--- config.mk ---
export PLATFORM = sky130hd
export DESIGN_NAME = tlbpt_ram
export DESIGN_NICKNAME = d
export VERILOG_FILES = /design/src/hw/rtl/tlbpt_ram.sv
export SDC_FILE = /design/constraint.sdc
export NUM_CORES = 1
export LEC_CHECK = 0
export BUFFER_PORTS_ARGS = -buffer_cell sky130_fd_sc_hd__buf_4
export CORE_ASPECT_RATIO = 0.7
export CORE_MARGIN = 2
export CORE_UTILIZATION = 50
export CTS_CLUSTER_SIZE = 28
export DETAILED_ROUTE_END_ITERATION = 6
export MAX_ROUTING_LAYER = met4
export PLACE_DENSITY = 0.67
export SYNTH_ARGS = -nofsm -noshare
export SYNTH_HDL_FRONTEND = slang
export SYNTH_SLANG_ARGS = --single-unit
export TNS_END_PERCENT = 50
--- constraint.sdc ---
create_clock -name clk -period 3.8 [get_ports clk]
set_input_delay 0.19 -clock clk [delete_from_list [all_inputs] [get_ports clk]]
set_output_delay 0.19 -clock clk [all_outputs]
set_load 0.03 [all_outputs]
--- src/hw/rtl/tlbpt_ram.sv ---
// Generic simple dual-port RAM, one write port, registered read.
`default_nettype none

module tlbpt_ram #(
    parameter int WIDTH = 8,
    parameter int DEPTH = 16
) (
    input  wire logic                     clk,
    input  wire logic                     we,
    input  wire logic [$clog2(DEPTH)-1:0] waddr,
    input  wire logic [WIDTH-1:0]         wdata,
    input  wire logic [$clog2(DEPTH)-1:0] raddr,
    output logic      [WIDTH-1:0]         rdata
);
    logic [WIDTH-1:0] mem [DEPTH];

    always_ff @(posedge clk)
    begin
        if (we)
        begin
            mem[waddr] <= wdata;
        end
        rdata <= mem[raddr];
    end
endmodule

`default_nettype wire

Word level (Yosys, flattened, before mapping)

Memory sizes are Yosys's and may differ from the RTL's. A register that Yosys moved wholly into a read port is not among the register bits.
Cells that the tools add are included.

Register bits: 0
Bits in latches: 0
RAM bits: 128
Bits in read-only memories: 0
Bits of input ports: 18
Output and inout bits: 8
Word-level logic and storage cells: 3
Memories kept: 1

Add/subtract/negate cells: 0
Multiply operators: 0
Div/mod/pow operators: 0
Order comparisons: 0
Equal/unequal tests: 0
Shift-type cells: 0
Multiplexer cells: 2
Bitwise operators: 0
Reductions and logical operators: 0

Memories:

| name | depth | width | read ports | clocked after Yosys merged registers in | write ports | line | source |
|---|---|---|---|---|---|---|---|
| mem  | 16    | 8     | 1          | 1                                       | 1           | 15   | `logic [WIDTH-1:0] mem [DEPTH];` |

Operators with widths:

| operator          | number |
|---|---|
| 1-bit two-way mux | 2 |

Depth between registers and ports, before layout

Gate-level depths: netlist of the first run.

Depth after elaboration: 2
Mapped depth: 5
Depth with buffers taken out: 3

Worst setup path after synthesis of the first run

No wires, ideal clock.

Kind: input to register
Start point: in waddr[2]
End point: mem mem[0][0], enable pin
Arrival time: 1.300 ns
Slack: 2.117 ns
Stages: 2
Path buffers: 0
Path through: or3b_2 nor3_1

RTL lines:

| item        | line | source |
|---|---|---|
| from (decl) | 10   | `input wire logic [$clog2(DEPTH)-1:0] waddr,` |
| to (decl)   | 15   |  |

No word-level cell before the write port.

Final worst setup path of the first run

Start point: in waddr[2]
End point: mem mem[0][0], enable pin

No word-level cell before the write port.

==> results.toml, run 1 <==
[yosys]
synth-seq-cells = 136
synth.avg_cell_area_sq_um = 22.5
synth.largest_area_cell = "edfxtp_1"
synthesis.nets = 247
synth_common_cells = "edfxtp_1 (128), mux4_2 (18), a22oi_1 (16)"
yosysUniqueCellTypes = 19
yosys.area.top_type_share_pct = 74.7
yosys_most_used_dff = "edfxtp_1"
synth-edff-count = 128
postSynth.asyncResetShare_pct = 0
synth_warnings = 0
syn_inst_count = 229
sequential_fraction_of_the_synthesis_area_pct = 77.8
synth.area.top_cells = "edfxtp_1 (75%), mux4_2 (7.9%), mux4_1 (7.1%), dfxtp_1 (3.1%), a22oi_1 (2.3%)"
post-synth-top-count-cell = "edfxtp_1"
post_synthesis_cell_area_sq_mm = 0.00515

[layout]
synthToLayoutAreaGrowth_pct = 17.0
layout-drive-gt1-share_pct = 26.6
finish.net_count = 283
final.fill_count = 699
n_antenna_cell = 0

[global_routing]
grt_antenna_before_repair = 0
grt_max_degree = 33
global_route.usage.total_pct = 19.6
gr-total-overflow = 0
number_of_global_route_vias_before_repair = 2347
grt_pass1_wl_microns = 14300

[floorplan]
floorplan.die.height_microns = 88.9
initial_utilization_pct = 52.3
boundaryPins = 26
fp.dieArea_sq_mm = 0.0111
die-width_microns = 125
placement_rows = 30
area_inside_the_core_boundary_sq_mm = 0.00983

[setup_path]
worst-endpoint-required_ns = 3.82
timing.critical_path.slowest_stage_cell = "nor3_1"
crit_path_cell_trace = "buf_4 -> or3b_2 -> nor3_1"
crit_path_max_fanout = 8
critPathMaxStageDelay_ns = 0.93
worst_setup_path_start_kind = "input pin"
setup.worst_path.class = "in -> reg"
reg2reg_setup_slack_ns = 2.41
endpoint_kind = "register"
worst-endpoint-arrival_ns = 1.75

[placement]
global_placement_routability_congestion = 0.756
io_buffer_count = 25
post-place-ws_ns = 1.66
place.detailed.hpwl_microns = 5940

[cts]
cts_root_buffer = "clkbuf_16"
cts.clk_slew.worst_paths_ns = 0.06
cts-hold-fix-buffers = 0
htreeDepth = 4
clock_sink_count = 136
post_cts_resized = 0
clk_latency_ns = 0.41
cts_setup_buffers = 0
cts_tree = "built"
cts_buffers = 17
max-clock-path-buffers = 2

[timing]
final_min_period_over_clock_period_pct = 45.6
hold_viol = 0
setup-tns-final_ns = 0
setup_repair_after_global_routing_missed_its_margin = "no"
slew_headroom_pct = 15.0
post-route-min-period_ns = 1.73
layout_setup_ws_ns = 2.07
setup_viol = 0
clock.fmax_mhz = 578
timing_worst_slew_pin_value_ns = 1.26
final-max-slew-violation-count = 0
timing.clock.skew_ns = 0.00808

[detailed_routing]
vias_per_cell = 5.77
wire_per_inst_microns = 23.6
drc = 0
drt_iter0_markers = 206
detail_route.first_pass.iterations = 5
dr_total_vias = 2342
routed_wl_microns = 9580
ant_nets_after_route = 0

[min_path]
hp-class = "in -> reg"

[power]
power_per_cell_area_mw_per_mm2 = 579
power.leakage_nw = 2.00
worst_ir_drop_vdd_v = 0.000571

[status]
run_status = "finished clean"

[run]
maxCapViolCount = 0
-- worst max-delay path, delay by kind of cell --
kind	cells	cell delay, ns
buf+inv	1	0.12
simple gates	2	1.43
-- layer usage --
| metal | track usage, % | routed length (microns) | part of all wire [%] |
|---|---|---|---|
| met5 | - | 0 | 0 |
| met4 | 4.75 | 79 | 0.83 |
| met3 | 7.00 | 674 | 7.0 |
| met2 | 26.7 | 4260 | 44 |
| met1 | 28.5 | 4570 | 48 |
-- cells in the final DEF (no fill, tap or decap), types with 2 or more instances in the layout --
| master | instances |
|---|---|
| edfxtp_1 | 128 |
| buf_4 | 27 |
| mux4_2 | 18 |
| clkbuf_16 | 17 |
| a22oi_1 | 16 |
| mux4_1 | 14 |
| nor2_1 | 13 |
| nand2_1 | 9 |
| dfxtp_1 | 8 |
| nor3_1 | 4 |
| clkinvlp_4 | 4 |
| bufinv_16 | 3 |
| clkinv_1 | 3 |
| nand3b_1 | 2 |
| nand2b_1 | 2 |
| clkinv_4 | 2 |
-- cell type report --
class	count	area (sq um)	area share, %
sequential	136	4000	66.5
multi-input combinational	83	1060	17.6
clock buffer	19	443	7.36
timing repair buffer	27	203	3.37
tap	128	160	2.66
clock inverter	13	154	2.56
-- power breakdown --
part	internal (mW)	leakage (nW)	switching, mW
clock	1.04	0.278	0.578
sequential	1.68	1.22	0.00906
combinational	0.0711	0.501	0.110
-- metrics by stage --
| stage | util (%) | hold slack (ns) | cells | cell area [sq um] | power [mW] |
|---|---|---|---|---|---|
| after detailed placement | 55.2 | 0.523 | 374 | 5420 | 1.90 |
| after floorplan | - | 0.289 | 229 | 5150 | 1.82 |
| after CTS | 61.2 | 0.0958 | 406 | 6020 | 3.52 |
| after global routing | 61.2 | 0.0986 | 406 | 6020 | 3.60 |
| final | 61.2 | 0.108 | 406 | 6020 | 3.49 |
| after global placement | 55.2 | 0.517 | 374 | 5420 | 1.90 |
-- cells by family after synthesis --
logic type,count (synthesis),share of synthesized area [%]
flip-flops,136,77.8
AND/OR/NAND/NOR,35,3.18
multiplexers,32,15.0
AO/OA/AOI/OAI,16,2.33
buffers and inverters,10,1.68
-- state kept, by name (all words and copies together) (netlist names) --
| name | cells |
|---|---|
| mem | 128 |
| rdata | 8 |
-- path summary, 6_finish.rpt --
check	cells past startpoint	startpoint	to
setup / recovery	3	waddr[2]	mem[0][0]
setup reg to reg	3	mem[0][2]	rdata[2]
hold reg to reg	3	mem[15][7]	rdata[7]
hold / removal	1	wdata[0]	mem[11][0]
Note: power is estimated with default switching activity, not from simulation.
==> run 2, diff against run 1 <==
Clock period 3.8 ns to 1.6 ns, I/O delays scaled along.
==> run 2 against run 1 <==
Compared with the run above:
- utilization is 3.2 points higher
- sequential power is 140% higher
- worst setup slack worse by 1.9 ns
- critical endpoint is now rdata[3]
- highest routed layer unchanged
==> results.toml, run 2 (synthesis results as in run 1) <==
[global_routing]
grt_pass1_wl_microns = 14900
gr-total-overflow = 0
grt_antenna_before_repair = 0
number_of_global_route_vias_before_repair = 2478
global_route.usage.total_pct = 19.9
grt_max_degree = 17

[floorplan]
fp.dieArea_sq_mm = 0.0111
placement_rows = 30
area_inside_the_core_boundary_sq_mm = 0.00983
die-width_microns = 125
boundaryPins = 26
initial_utilization_pct = 52.3
floorplan.die.height_microns = 88.9

[setup_path]
timing.critical_path.slowest_stage_cell = "mux4_1"
setup.worst_path.class = "reg -> reg"
crit_path_max_fanout = 1
reg2reg_setup_slack_ns = 0.16
worst_r2r_path_depth = 3
crit_path_cell_trace = "mux4_1 -> a22oi_1 -> nand2_1"
worst_setup_path_start_kind = "register"
critPathMaxStageDelay_ns = 0.52
worst-endpoint-required_ns = 1.89
endpoint_kind = "register"
worst-endpoint-arrival_ns = 1.73

[layout]
multi_input_area_sq_mm = 0.00106
layout-drive-gt1-share_pct = 31.9
synthToLayoutAreaGrowth_pct = 23.0
reg_top3 = "mem (128), rdata (8)"
largest_register_by_flop_count = "mem"
final.fill_count = 658
final_cells = 435
finish.utilization_pct = 64.4
largest_register_ffs = 128
n_antenna_cell = 0
register_area_sq_mm = 0.00400
finish.net_count = 312
mostFrequentLayoutCells = "edfxtp_1 (128), buf_4 (44), mux4_2 (18)"
mostFrequentLayoutCell = "edfxtp_1"

[power]
power.leakage_nw = 2.18
worst_ir_drop_vdd_v = 0.000897
power_per_cell_area_mw_per_mm2 = 1340

[detailed_routing]
drt_iter0_markers = 223
dr_total_vias = 2399
wire_per_inst_microns = 21.9
routed_wl_microns = 9540
detail_route.first_pass.iterations = 4
vias_per_cell = 5.51
drc = 0
ant_nets_after_route = 0

[cts]
clock_sink_count = 136
cts_buffers = 17
cts.clk_slew.worst_paths_ns = 0.06
max-clock-path-buffers = 2
htreeDepth = 4
clk_latency_ns = 0.42
cts_root_buffer = "clkbuf_16"
cts_setup_buffers = 0
cts_tree = "built"

[timing]
hold_viol = 0
setup-tns-final_ns = 0
final-max-slew-violation-count = 0
setup_viol = 0
slew_headroom_pct = 72.9
post-route-min-period_ns = 1.44
final_min_period_over_clock_period_pct = 89.7
timing_worst_slew_pin_value_ns = 0.406
timing.clock.skew_ns = 0.00652
clock.fmax_mhz = 697
setup_repair_after_global_routing_missed_its_margin = "no"

[min_path]
whs_path_depth = 3
hp-class = "in -> reg"

[status]
run_status = "finished clean"

[placement]
global_placement_routability_congestion = 0.705
place.detailed.hpwl_microns = 6260
io_buffer_count = 25
numPlacedInstances = 395

[run]
maxCapViolCount = 0
-- run 2: path summary, 6_finish.rpt --
| kind | start | end |
|---|---|---|
| setup reg to reg | mem[9][3] | rdata[3] |
| setup / recovery | mem[9][3] | rdata[3] |
| hold / removal | waddr[0] | mem[0][1] |
| hold reg to reg | mem[14][1] | rdata[1] |
-- run 2: per-layer routing --
metal  GRT usage, %  share of wire, %
met1           28.3                47
met2           27.2                44
met3           6.28               7.4
met4           7.68               1.3
met5              -                 0
-- run 2: final cells by class --
type	count	area share (%)
timing repair buffer	56	7.74
sequential	136	63.2
clock inverter	13	2.82
tap	128	2.53
multi-input combinational	83	16.7
clock buffer	19	6.99
-- run 2: timing repair --
item | 4_1_cts | 5_1_grt
hold buffers | 8 | 0
endpoints found under the hold margin | 128 | 0
gates resized for setup | 0 | 0
-- run 2: stage by stage --
stage | hold slack, ns | power [mW] | setup WS [ns] | instance area, sq um
6_report | 0.186 | 8.48 | 0.165 | 6330
5_1_grt | 0.169 | 8.77 | 0.142 | 6330
4_1_cts | 0.171 | 8.55 | 0.178 | 6330
3_5_place_dp | 0.398 | 4.54 | 0.0659 | 5630
3_3_place_gp | 0.385 | 4.53 | 0.0873 | 5630
2_1_floorplan | 0.179 | 4.32 | 0.0271 | 5150
-- run 2: report_power, final --
group | total, mW | internal (mW) | switching [mW]
logic | 0.466 | 0.212 | 0.254
clock network | 4.01 | 2.63 | 1.37
registers | 4.01 | 3.98 | 0.0262
total | 8.48 | 6.83 | 1.65
-- run 2: critical path: cells and delay by family (launching register included) --
| kind | cells | cell delay (ns) |
|---|---|---|
| multiplexers | 1 | 0.52 |
| AO/OA/AOI/OAI | 1 | 0.36 |
| AND/OR/NAND/NOR | 1 | 0.08 |
| flip-flops | 1 | 0.35 |
